[src/fac_pkg.sv]
// ----------------------------------------------------------------------------
// fac_pkg
// Shared types and constants for the frequency / amplitude command entry block.
// ----------------------------------------------------------------------------
`default_nettype none

package fac_pkg;

    localparam int MAX_DIGITS_DEF = 3;

    localparam int VAL_W     = 8;
    localparam int ACC_W     = 10;
    localparam int KEY_CNT_W = 2;
    localparam int SER_CNT_W = 3;

    localparam logic [VAL_W-1:0] FREQ_RESET = 8'd1;
    localparam logic [VAL_W-1:0] AMP_RESET  = 8'd255;

    localparam logic [3:0] KEY_STAR = 4'd10;
    localparam logic [3:0] KEY_ZERO = 4'd11;
    localparam logic [3:0] KEY_HASH = 4'd12;
    localparam logic [3:0] KEY_NINE = 4'd9;

    localparam logic [7:0] CH_BANG = 8'h21;
    localparam logic [7:0] CH_HASH = 8'h23;
    localparam logic [7:0] CH_STAR = 8'h2a;
    localparam logic [7:0] CH_ZERO = 8'h30;
    localparam logic [7:0] CH_NINE = 8'h39;
    localparam logic [7:0] CH_A    = 8'h61;
    localparam logic [7:0] CH_F    = 8'h66;

    typedef enum logic [2:0] {
        RSP_NONE        = 3'd0,
        RSP_ACK         = 3'd1,
        RSP_NACK        = 3'd2,
        RSP_INVALID     = 3'd3,
        RSP_FREQ_SET    = 3'd4,
        RSP_AMP_SET     = 3'd5,
        RSP_FREQ_REPORT = 3'd6,
        RSP_AMP_REPORT  = 3'd7
    } rsp_t;

    typedef struct packed {
        logic [VAL_W-1:0]     freq;
        logic [VAL_W-1:0]     amp;
        logic [ACC_W-1:0]     key_acc;
        logic [KEY_CNT_W-1:0] key_cnt;
        logic [ACC_W-1:0]     ser_acc;
        logic [SER_CNT_W-1:0] ser_cnt;
        logic                 freq_arm;
        logic                 amp_arm;
    } st_t;

    typedef struct packed {
        rsp_t             response;
        logic [VAL_W-1:0] value;
    } res_t;

endpackage

`default_nettype wire

[src/fac_in_if.sv]
// ----------------------------------------------------------------------------
// fac_in_if
// Input channel: keypad key event or received serial byte.
// ----------------------------------------------------------------------------
`default_nettype none

interface fac_in_if;
    logic       valid;
    logic       ready;
    logic       mode;
    logic [3:0] key_code;
    logic [7:0] rx_byte;

    modport source (output valid, mode, key_code, rx_byte, input ready);
    modport sink   (input valid, mode, key_code, rx_byte, output ready);
endinterface

`default_nettype wire

[src/fac_out_if.sv]
// ----------------------------------------------------------------------------
// fac_out_if
// Output channel: response code, value and the current settings.
// ----------------------------------------------------------------------------
`default_nettype none

interface fac_out_if;
    logic       valid;
    logic       ready;
    logic [2:0] response;
    logic [7:0] value;
    logic [7:0] freq_now;
    logic [7:0] amp_now;

    modport source (output valid, response, value, freq_now, amp_now, input ready);
    modport sink   (input valid, response, value, freq_now, amp_now, output ready);
endinterface

`default_nettype wire

[src/fac_step.sv]
// ----------------------------------------------------------------------------
// fac_step
// Decode of one item: next settings, entry state and response.
// ----------------------------------------------------------------------------
`default_nettype none

module fac_step #(
    parameter int MAX_DIGITS = fac_pkg::MAX_DIGITS_DEF
) (
    input  logic          mode,
    input  logic [3:0]    key_code,
    input  logic [7:0]    rx_byte,
    input  fac_pkg::st_t  cur,
    output fac_pkg::st_t  nxt,
    output fac_pkg::res_t res
);

    logic [fac_pkg::ACC_W-1:0] key_digit;
    logic [fac_pkg::ACC_W-1:0] ser_digit;
    logic [fac_pkg::ACC_W-1:0] key_acc10;
    logic [fac_pkg::ACC_W-1:0] ser_acc10;
    logic                      key_over;
    logic                      ser_over;
    logic                      is_digit;
    logic [7:0]                ch_off;

    always_comb
    begin
        if (key_code >= 4'd1 && key_code <= fac_pkg::KEY_NINE)
        begin
            key_digit = fac_pkg::ACC_W'(key_code);
        end
        else
        begin
            key_digit = '0;
        end
        ch_off    = rx_byte - fac_pkg::CH_ZERO;
        ser_digit = fac_pkg::ACC_W'(ch_off[3:0]);
        key_acc10 = {cur.key_acc[fac_pkg::ACC_W-4:0], 3'b000}
                  + {cur.key_acc[fac_pkg::ACC_W-2:0], 1'b0} + key_digit;
        ser_acc10 = {cur.ser_acc[fac_pkg::ACC_W-4:0], 3'b000}
                  + {cur.ser_acc[fac_pkg::ACC_W-2:0], 1'b0} + ser_digit;
        key_over  = |cur.key_acc[fac_pkg::ACC_W-1:fac_pkg::VAL_W];
        ser_over  = |cur.ser_acc[fac_pkg::ACC_W-1:fac_pkg::VAL_W];
        is_digit  = (rx_byte >= fac_pkg::CH_ZERO) && (rx_byte <= fac_pkg::CH_NINE);

        nxt          = cur;
        res.response = fac_pkg::RSP_NONE;
        res.value    = '0;

        if (!mode)
        begin
            if (key_code == fac_pkg::KEY_STAR || key_code == fac_pkg::KEY_HASH)
            begin
                if (key_over)
                begin
                    res.response = fac_pkg::RSP_INVALID;
                end
                else if (key_code == fac_pkg::KEY_STAR)
                begin
                    nxt.freq     = cur.key_acc[fac_pkg::VAL_W-1:0];
                    res.response = fac_pkg::RSP_FREQ_SET;
                    res.value    = cur.key_acc[fac_pkg::VAL_W-1:0];
                end
                else
                begin
                    nxt.amp      = cur.key_acc[fac_pkg::VAL_W-1:0];
                    res.response = fac_pkg::RSP_AMP_SET;
                    res.value    = cur.key_acc[fac_pkg::VAL_W-1:0];
                end
                nxt.key_acc = '0;
                nxt.key_cnt = '0;
            end
            else if (cur.key_cnt < fac_pkg::KEY_CNT_W'(MAX_DIGITS))
            begin
                nxt.key_acc = key_acc10;
                nxt.key_cnt = cur.key_cnt + fac_pkg::KEY_CNT_W'(1);
            end
            else
            begin
                res.response = fac_pkg::RSP_INVALID;
                nxt.key_acc  = '0;
                nxt.key_cnt  = '0;
            end
        end
        else if (cur.freq_arm || cur.amp_arm)
        begin
            if (rx_byte == fac_pkg::CH_BANG)
            begin
                if (cur.ser_cnt > fac_pkg::SER_CNT_W'(MAX_DIGITS) || ser_over)
                begin
                    res.response = fac_pkg::RSP_INVALID;
                end
                else if (cur.amp_arm)
                begin
                    nxt.amp      = cur.ser_acc[fac_pkg::VAL_W-1:0];
                    nxt.amp_arm  = 1'b0;
                    res.response = fac_pkg::RSP_AMP_SET;
                    res.value    = cur.ser_acc[fac_pkg::VAL_W-1:0];
                end
                else
                begin
                    nxt.freq     = cur.ser_acc[fac_pkg::VAL_W-1:0];
                    nxt.freq_arm = 1'b0;
                    res.response = fac_pkg::RSP_FREQ_SET;
                    res.value    = cur.ser_acc[fac_pkg::VAL_W-1:0];
                end
                nxt.ser_acc = '0;
                nxt.ser_cnt = '0;
            end
            else if (!is_digit)
            begin
                res.response = fac_pkg::RSP_INVALID;
                nxt.freq_arm = 1'b0;
                nxt.amp_arm  = 1'b0;
                nxt.ser_acc  = '0;
                nxt.ser_cnt  = '0;
            end
            else if (cur.ser_cnt < fac_pkg::SER_CNT_W'(MAX_DIGITS))
            begin
                nxt.ser_acc = ser_acc10;
                nxt.ser_cnt = cur.ser_cnt + fac_pkg::SER_CNT_W'(1);
            end
            else
            begin
                nxt.ser_cnt = fac_pkg::SER_CNT_W'(MAX_DIGITS + 1);
            end
        end
        else
        begin
            nxt.ser_acc = '0;
            nxt.ser_cnt = '0;
            case (rx_byte)
                fac_pkg::CH_STAR:
                begin
                    nxt.freq_arm = 1'b1;
                    res.response = fac_pkg::RSP_ACK;
                end
                fac_pkg::CH_HASH:
                begin
                    nxt.amp_arm  = 1'b1;
                    res.response = fac_pkg::RSP_ACK;
                end
                fac_pkg::CH_F:
                begin
                    res.response = fac_pkg::RSP_FREQ_REPORT;
                    res.value    = cur.freq;
                end
                fac_pkg::CH_A:
                begin
                    res.response = fac_pkg::RSP_AMP_REPORT;
                    res.value    = cur.amp;
                end
                default:
                begin
                    res.response = fac_pkg::RSP_NACK;
                end
            endcase
        end
    end

endmodule

`default_nettype wire

[src/freq_amp_command_entry.sv]
// ----------------------------------------------------------------------------
// freq_amp_command_entry
// Keypad and serial command entry for the frequency and amplitude settings.
// ----------------------------------------------------------------------------
// Each item is a keypad key event or a received serial byte and gives exactly
// one result: a response code, the value set or reported, and both settings
// as they stand after the item. An item is registered at the input, decoded
// combinationally and its result registered at the output, so one item is
// taken every cycle while the output is not stalled; a stalled output holds
// the pipeline. Frequency resets to 1, amplitude to 255.
`default_nettype none

module freq_amp_command_entry #(
    parameter int MAX_DIGITS = fac_pkg::MAX_DIGITS_DEF
) (
    input  logic      clk,
    input  logic      rst_n,
    fac_in_if.sink    req,
    fac_out_if.source res
);

    logic                      s1_valid_reg;
    logic                      s1_valid_next;
    logic                      s1_mode_reg;
    logic [3:0]                s1_key_reg;
    logic [7:0]                s1_byte_reg;
    logic                      out_valid_reg;
    logic                      out_valid_next;
    fac_pkg::res_t             out_res_reg;
    logic [fac_pkg::VAL_W-1:0] out_freq_reg;
    logic [fac_pkg::VAL_W-1:0] out_amp_reg;
    fac_pkg::st_t              st_reg;
    fac_pkg::st_t              st_next;
    fac_pkg::st_t              st_step;
    fac_pkg::res_t             step_res;
    logic                      advance;
    logic                      in_take;

    fac_step #(
        .MAX_DIGITS (MAX_DIGITS)
    ) u_step (
        .mode     (s1_mode_reg),
        .key_code (s1_key_reg),
        .rx_byte  (s1_byte_reg),
        .cur      (st_reg),
        .nxt      (st_step),
        .res      (step_res)
    );

    always_comb
    begin
        advance        = s1_valid_reg && (!out_valid_reg || res.ready);
        req.ready      = !s1_valid_reg || advance;
        in_take        = req.valid && req.ready;
        s1_valid_next  = in_take ? 1'b1 : (advance ? 1'b0 : s1_valid_reg);
        out_valid_next = advance ? 1'b1 : (res.ready ? 1'b0 : out_valid_reg);
        st_next        = advance ? st_step : st_reg;
    end

    always_ff @(posedge clk or negedge rst_n)
    begin
        if (!rst_n)
        begin
            s1_valid_reg     <= 1'b0;
            out_valid_reg    <= 1'b0;
            st_reg.freq      <= fac_pkg::FREQ_RESET;
            st_reg.amp       <= fac_pkg::AMP_RESET;
            st_reg.key_acc   <= '0;
            st_reg.key_cnt   <= '0;
            st_reg.ser_acc   <= '0;
            st_reg.ser_cnt   <= '0;
            st_reg.freq_arm  <= 1'b0;
            st_reg.amp_arm   <= 1'b0;
        end
        else
        begin
            s1_valid_reg  <= s1_valid_next;
            out_valid_reg <= out_valid_next;
            st_reg        <= st_next;
        end
    end

    always_ff @(posedge clk)
    begin
        if (in_take)
        begin
            s1_mode_reg <= req.mode;
            s1_key_reg  <= req.key_code;
            s1_byte_reg <= req.rx_byte;
        end
        if (advance)
        begin
            out_res_reg  <= step_res;
            out_freq_reg <= st_step.freq;
            out_amp_reg  <= st_step.amp;
        end
    end

    assign res.valid    = out_valid_reg;
    assign res.response = out_res_reg.response;
    assign res.value    = out_res_reg.value;
    assign res.freq_now = out_freq_reg;
    assign res.amp_now  = out_amp_reg;

    a_freq_set_value: assert property (@(posedge clk) disable iff (!rst_n)
        out_valid_reg && out_res_reg.response == fac_pkg::RSP_FREQ_SET
        |-> out_freq_reg == out_res_reg.value)
        else $error("freq set result disagrees with freq_now");

    a_amp_set_value: assert property (@(posedge clk) disable iff (!rst_n)
        out_valid_reg && out_res_reg.response == fac_pkg::RSP_AMP_SET
        |-> out_amp_reg == out_res_reg.value)
        else $error("amp set result disagrees with amp_now");

    a_value_zero: assert property (@(posedge clk) disable iff (!rst_n)
        out_valid_reg && (out_res_reg.response == fac_pkg::RSP_NONE
        || out_res_reg.response == fac_pkg::RSP_ACK
        || out_res_reg.response == fac_pkg::RSP_NACK
        || out_res_reg.response == fac_pkg::RSP_INVALID)
        |-> out_res_reg.value == '0)
        else $error("value not zero for a response without value");

    a_count_bound: assert property (@(posedge clk) disable iff (!rst_n)
        st_reg.key_cnt <= fac_pkg::KEY_CNT_W'(MAX_DIGITS)
        && st_reg.ser_cnt <= fac_pkg::SER_CNT_W'(MAX_DIGITS + 1))
        else $error("digit count beyond limit");

    a_hold_stalled: assert property (@(posedge clk) disable iff (!rst_n)
        out_valid_reg && !res.ready |=> $stable(st_reg))
        else $error("settings changed while result stalled");

endmodule

`default_nettype wire
[src/flat_wrapper.sv]
// flat-port wrapper written by rule: the top's interface ports become plain ports
module freq_amp_command_entry_flat 
#(
    parameter int MAX_DIGITS = fac_pkg::MAX_DIGITS_DEF
)
  (clk, rst_n, req_valid, req_mode, req_key_code, req_rx_byte, req_ready, res_valid, res_response, res_value, res_freq_now, res_amp_now, res_ready);
  fac_in_if req_i ();
  fac_out_if res_i ();
  input  logic clk;
  input  logic rst_n;
  input wire logic [$bits(req_i.valid)-1:0] req_valid;
  input wire logic [$bits(req_i.mode)-1:0] req_mode;
  input wire logic [$bits(req_i.key_code)-1:0] req_key_code;
  input wire logic [$bits(req_i.rx_byte)-1:0] req_rx_byte;
  output wire logic [$bits(req_i.ready)-1:0] req_ready;
  output wire logic [$bits(res_i.valid)-1:0] res_valid;
  output wire logic [$bits(res_i.response)-1:0] res_response;
  output wire logic [$bits(res_i.value)-1:0] res_value;
  output wire logic [$bits(res_i.freq_now)-1:0] res_freq_now;
  output wire logic [$bits(res_i.amp_now)-1:0] res_amp_now;
  input wire logic [$bits(res_i.ready)-1:0] res_ready;
  assign req_i.valid = req_valid;
  assign req_i.mode = req_mode;
  assign req_i.key_code = req_key_code;
  assign req_i.rx_byte = req_rx_byte;
  assign req_ready = req_i.ready;
  assign res_valid = res_i.valid;
  assign res_response = res_i.response;
  assign res_value = res_i.value;
  assign res_freq_now = res_i.freq_now;
  assign res_amp_now = res_i.amp_now;
  assign res_i.ready = res_ready;
  freq_amp_command_entry #(.MAX_DIGITS(MAX_DIGITS)) u_core (.clk(clk), .rst_n(rst_n), .req(req_i), .res(res_i));
endmodule
[config.mk]
export PLATFORM = sky130hd
export DESIGN_NAME = freq_amp_command_entry_flat
export DESIGN_NICKNAME = d
export VERILOG_FILES = /design/src/fac_pkg.sv /design/src/fac_in_if.sv /design/src/fac_out_if.sv /design/src/fac_step.sv /design/src/freq_amp_command_entry.sv /design/src/flat_wrapper.sv
export SDC_FILE = /design/constraint.sdc
export NUM_CORES = 1
export LEC_CHECK = 0
export CAP_MARGIN = 20
export CORE_ASPECT_RATIO = 1.2
export CORE_UTILIZATION = 30
export DETAILED_ROUTE_END_ITERATION = 10
export DONT_BUFFER_PORTS = 1
export GPL_ROUTABILITY_DRIVEN = 1
export GPL_TIMING_DRIVEN = 0
export PLACE_DENSITY = 0.44
export SYNTH_ARGS = -nofsm -noshare
export SYNTH_HDL_FRONTEND = slang
export SYNTH_HIERARCHICAL = 1
export SYNTH_SLANG_ARGS = --single-unit
[constraint.sdc]
create_clock -name clk -period 8.8 [get_ports clk]
set_clock_uncertainty 0.1 [all_clocks]
set_input_delay 0 -clock clk [delete_from_list [all_inputs] [get_ports clk]]
set_output_delay 0 -clock clk [all_outputs]
set_load 0.02 [all_outputs]
## Word level (Yosys, flattened, before mapping)

Index checks and enable logic that the tools add are counted.

| storage, ports and cells | value |
|---|---|
| register bits | 85 |
| latch bits | 0 |
| bits in writable memories | 0 |
| bits in read-only memories | 0 |
| input port bits | 17 |
| logic and storage cells | 109 |
| memories kept | 0 |

| cells by class | value |
|---|---|
| add/sub/neg operators | 7 |
| multiply operators | 0 |
| divide/modulo/power cells | 0 |
| magnitude comparators | 7 |
| eq/ne operators | 11 |
| shifts and indexed selects | 0 |
| multiplexer cells | 43 |
| bitwise gates (word level) | 1 |
| reductions and logical operators | 23 |

Operators by type and width:

| cell | count |
|---|---|
| $mux 16 | 6 |
| $mux 8 | 8 |
| $add 10x10->10 | 3 |
| $mux 15 | 2 |
| $eq 8x6->1 const B | 3 |
| $mux 12 | 2 |
| $mux 11 | 2 |
| $mux 9 | 2 |
| $eq 8x7->1 const B | 2 |
| $pmux 8 s2 | 1 |
| $mux 3 | 5 |
| $mux 13 | 1 |
| $add 10x4->10 | 1 |
| $mux 10 | 1 |
| $pmux 3 s3 | 1 |
| $eq 4x4->1 const B | 2 |
| $ge 8x6->1 const B | 1 |
| $le 8x6->1 const B | 1 |
| $mux 2 | 4 |
| $reduce_bool 2->1 | 4 |
| $mux 1 | 7 |
| $ne 3x3->1 const B | 2 |
| $reduce_and 6->1 | 1 |
| $reduce_or 2->1 | 3 |
| 18 further kinds | 27 |

## Longest topological paths before layout

| logic depth | value |
|---|---|
| depth in word-level cells | 6 |
| mapped depth | 10 |
| mapped depth without buffers | 10 |

## Cells and area by module

The synthesis kept the hierarchy.

By module, submodules not included:

| module | instances | cells an instance | area each (µm²) | seq. area each (µm²) |
|---|---|---|---|---|
| freq_amp_command_entry | 1 | 139 | 3069.2 | 2338.5 |
| fac_step | 1 | 346 | 2427.3 | 0.0 |

## Worst setup path after synthesis

No wires, ideal clock.

| path | value |
|---|---|
| path kind | flip-flop to flip-flop |
| start point | register u_core.s1_key_reg[2] |
| end point | register u_core/st_reg[25] (netlist bit) |
| data arrival time | 2563 ps |
| required time | 8575 ps |
| setup slack | 6012 ps |
| stages on the path, launching flop included | 11 |
| clock period less this slack | 2788 ps |
| path through | edfxtp_1 -> nor2_1 -> nand2_1 -> fa_1 -> inv_1 -> fa_1 -> a211oi_1 -> o21ai_0 -> a21o_1 -> a32o_1 -> mux2_4 |

| between the ends | value |
|---|---|
| cells in the longest elaborated chain, start to end | 6 |

Ends and longest elaborated chain:

| item | RTL line | text |
|---|---|---|
| start: declaration | freq_amp_command_entry.sv:25 | `logic [3:0] s1_key_reg;` |
| start signal: assignment | freq_amp_command_entry.sv:88 | `s1_key_reg <= req.key_code;` |
| $ge 4x1->1 / $le 4x4->1 (equally long branches) | fac_step.sv:29 | `if (key_code >= 4'd1 && key_code <= fac_pkg::KEY_NINE)` |
| $logic_and 1x1->1 | fac_step.sv:29 |  |
| $mux 4 | fac_step.sv:29 |  |
| $add 10x10->10 | fac_step.sv:40 | `+ {cur.key_acc[fac_pkg::ACC_W-2:0], 1'b0} + key_digit;` |
| $mux 12 | fac_step.sv:74 | `else if (cur.key_cnt < fac_pkg::KEY_CNT_W'(MAX_DIGITS))` |
| $mux 12 * | fac_step.sv:53 | `if (key_code == fac_pkg::KEY_STAR \|\| key_code == fac_pkg::KEY_HASH)` |
| end signal: assignment | freq_amp_command_entry.sv:79 | `st_reg <= st_next;` |
| end: declaration | freq_amp_command_entry.sv:32 | `fac_pkg::st_t st_reg;` |

Every way passes the cells marked *; elsewhere a longest branch is shown, timed or not.
A chain may end at the register's enable or synchronous reset.

## Worst setup path in the final report

| path | value |
|---|---|
| start point | register u_core/st_reg[17] (netlist bit) |
| end point | register u_core/st_reg[24] (netlist bit) |

| between the ends | value |
|---|---|
| cells in the longest elaborated chain, start to end | 4 |

Ends and longest elaborated chain:

| item | RTL line |
|---|---|
| $add 10x10->10 (2 in series) | fac_step.sv:40 |
| $mux 12 | fac_step.sv:74 |
| $mux 12 | fac_step.sv:53 |

Every way passes these cells.

==> run metrics <==
clock root buffer clkbuf_16; failing checks design-rule violations; Power, Total around 1.5 mW; startpoint types flip-flop; post-synth cell types 66; Vias per Instance 5.58; routed len/inst 20.9 um; RSZ-0062 raised after global routing false; Final period util between 30% and 40%; cells on worst reg2reg path 9; Vias roughly 4100; peak supply drop between 0.09 and 0.1 mV; htree depth 3; Total Wirelength 15.4 mm; reg-to-reg endpoint u_core/st_reg[24]; # diodes 0; Reg-to-Reg Start u_core/st_reg[17]; family with the most delay on the worst path compound AO/OA/AOI/OAI gates; synth-to-layout area growth 14.3%; post-synth top area share 21.9%; Detailed Place HPWL about 11 mm; fmax roughly 320 MHz; DP Cell Count 705; slowest stage delay, CP 0.54 ns; First-pass DRT Iterations 8; critical path class flip-flop to flip-flop; final core utilization 35.5%; first-pass GRT wire length 23.5 mm; area leader, netlist edfxtp_1; IO Pins 46; critical path, cell by cell inv_1 > fa_1 > inv_1 > ha_1 > a211oi_1 > o21ai_0 > a21o_1 > a32o_1 > mux2_4; initial antenna violation count 0; internal reg-to-reg setup slack 5.71 ns; total CTS buffers 9; post-synthesis area per instance 11.3 um^2; CP startpoint u_core/st_reg[17]; Worst Tran Pin Value around 1.1 ns; # DRC 5; max_cap viols 0; gpl congestion 0.846; Die H between 150 and 200 um; non-filler instance count after layout 740; max FFs per register 43; Worst EP required between 8 and 9 ns; Cell Area, Synth 5500 um^2; final net count 567; share of cells above drive strength 1 17.9%; post-synthesis sequential area ratio between 40% and 50%; Critical path buffers and inverters 2; setup_tns 0 ns; Slowest-stage cell, CP dfrtp_1; starting density of the core 31.0%; Final Slew Violations 0; row count 53; Final Hold Fails 0; Pleak ~2.5 nW; pre-CTS WS 5.74 ns; # fillers 1758; PnR worst setup slack 5.71 ns; clock-pin slew on the worst setup and hold paths 0.07 ns; Slew headroom between 20% and 30%; grt ovf 0; #FFs+latches synth between 80 and 90; hold crit path type input pin to async pin; main flop type after synthesis edfxtp_1; largest net degree at the start of global routing between 40 and 50; EDFF count, synth 40; WP data arrival 3.23 ns; Yosys warning count 6; core area 17700 um^2; synth top area cells edfxtp_1, dfrtp_1, mux2_4; syn nets 537; vias in the first global route 4036; outcome complete, but fails checks; CTS tree done; number of setup buffers added after CTS 0; pwr/cell area ~240 nW/um^2; Post-synth ARST share ~53%; CP most frequent cell inv_1; global-route usage over all layers 17.0%; # clock sinks between 80 and 90; latest clock arrival within the worst-skew pair 0.35 ns; drt initial violations roughly 370; die area 18900 um^2; # setup viols final 0; Port Buffers 0; clk buf depth 2; post-route ant nets 0; crit path max fanout 6; CP Capture Type flip-flop; die width 126 um; fin crit period 3.09 ns; Mapped Cells 485
-- timing repair --
item                      in CTS  in global routing
hold buffers                  18                  0
hold endpoints to repair      60                  0
gates resized for setup        0                  0
-- per-stage QoR --
stage                     cell area, um^2  hold WS (ns)
after floorplan                      5500        -0.396
after global placement               5770        -0.392
after detailed placement             5770        -0.392
after CTS                            6260         0.101
after global routing                 6280         0.121
final                                6280        0.0894
-- how the worst max path moves through the flow --
stage,end,cells after the start
5_1_grt,u_core/st_reg[24],9
6_report,u_core/st_reg[24],9
3_5_place_dp,u_core/st_reg[24],9
3_3_place_gp,u_core/st_reg[24],9
4_1_cts,u_core/st_reg[24],9
2_1_floorplan,u_core/st_reg[25],10
-- layout by cell type (no fill, tap or decap), types with 9 or more instances in the layout --
master | synthesis | layout
clkbuf_1 | 14 | 14
o21ai_0 | 17 | 17
dfstp_2 | 9 | 9
a311oi_1 | 32 | 32
mux2_4 | 39 | 39
ha_1 | 31 | 31
dlygate4sd3_1 | 0 | 17
clkbuf_16 | 0 | 9
nor2_1 | 22 | 22
nand2_1 | 30 | 30
a21o_1 | 9 | 9
dfrtp_1 | 36 | 36
edfxtp_1 | 40 | 40
inv_1 | 24 | 24
a21oi_1 | 29 | 29
-- kinds of logic (layout without fill, tap and decap cells) --
kind of cell,count (synthesis),in the layout,synth area share [%]
mux,44,44,11.7
simple gates,110,110,11.6
buf+inv,55,90,4.53
flops,85,85,42.5
fa+ha+maj,35,35,8.51
compound gates,145,145,19.4
xor+xnor,11,11,1.75
-- worst reg2reg max path: cells and delay by family (launching register included) --
| family | cells | cell delay [ns] |
|---|---|---|
| buf+inv | 2 | 0.21 |
| flops | 1 | 0.54 |
| mux | 1 | 0.26 |
| fa+ha+maj | 2 | 0.85 |
| compound gates | 4 | 1.03 |
-- cell usage after synthesis, drive strengths merged, types with 15 or more instances --
cell type / instances
dfrtp: 36
nand2: 32
a311oi: 32
edfxtp: 40
inv: 24
mux2: 43
clkbuf: 15
buf: 15
ha: 31
nor2: 22
a21oi: 29
o21ai: 17
-- power by group --
group / switching [mW] / internal [mW] / total (mW)
clock network: 0.169 / 0.200 / 0.370
registers: 0.136 / 0.517 / 0.653
logic: 0.253 / 0.255 / 0.508
-- per-layer routing --
layer  share of wire, %  track usage (%)
met1                 43             20.9
met2                 48             28.3
met3                4.5             2.49
met4                3.8             10.1
met5                  0                0
-- cell type report --
class,count,area (um^2),share of cell area (%)
Sequential cell,85,2340,37.2
Multi-Input combinational cell,345,2910,46.3
Clock inverter,6,47.5,0.757
Inverter,25,93.8,1.49
Tap cell,220,275,4.38
Buffer,30,155,2.47
Clock buffer,10,239,3.80
Timing Repair Buffer,19,225,3.58
Power figures use the tool's default switching activity.
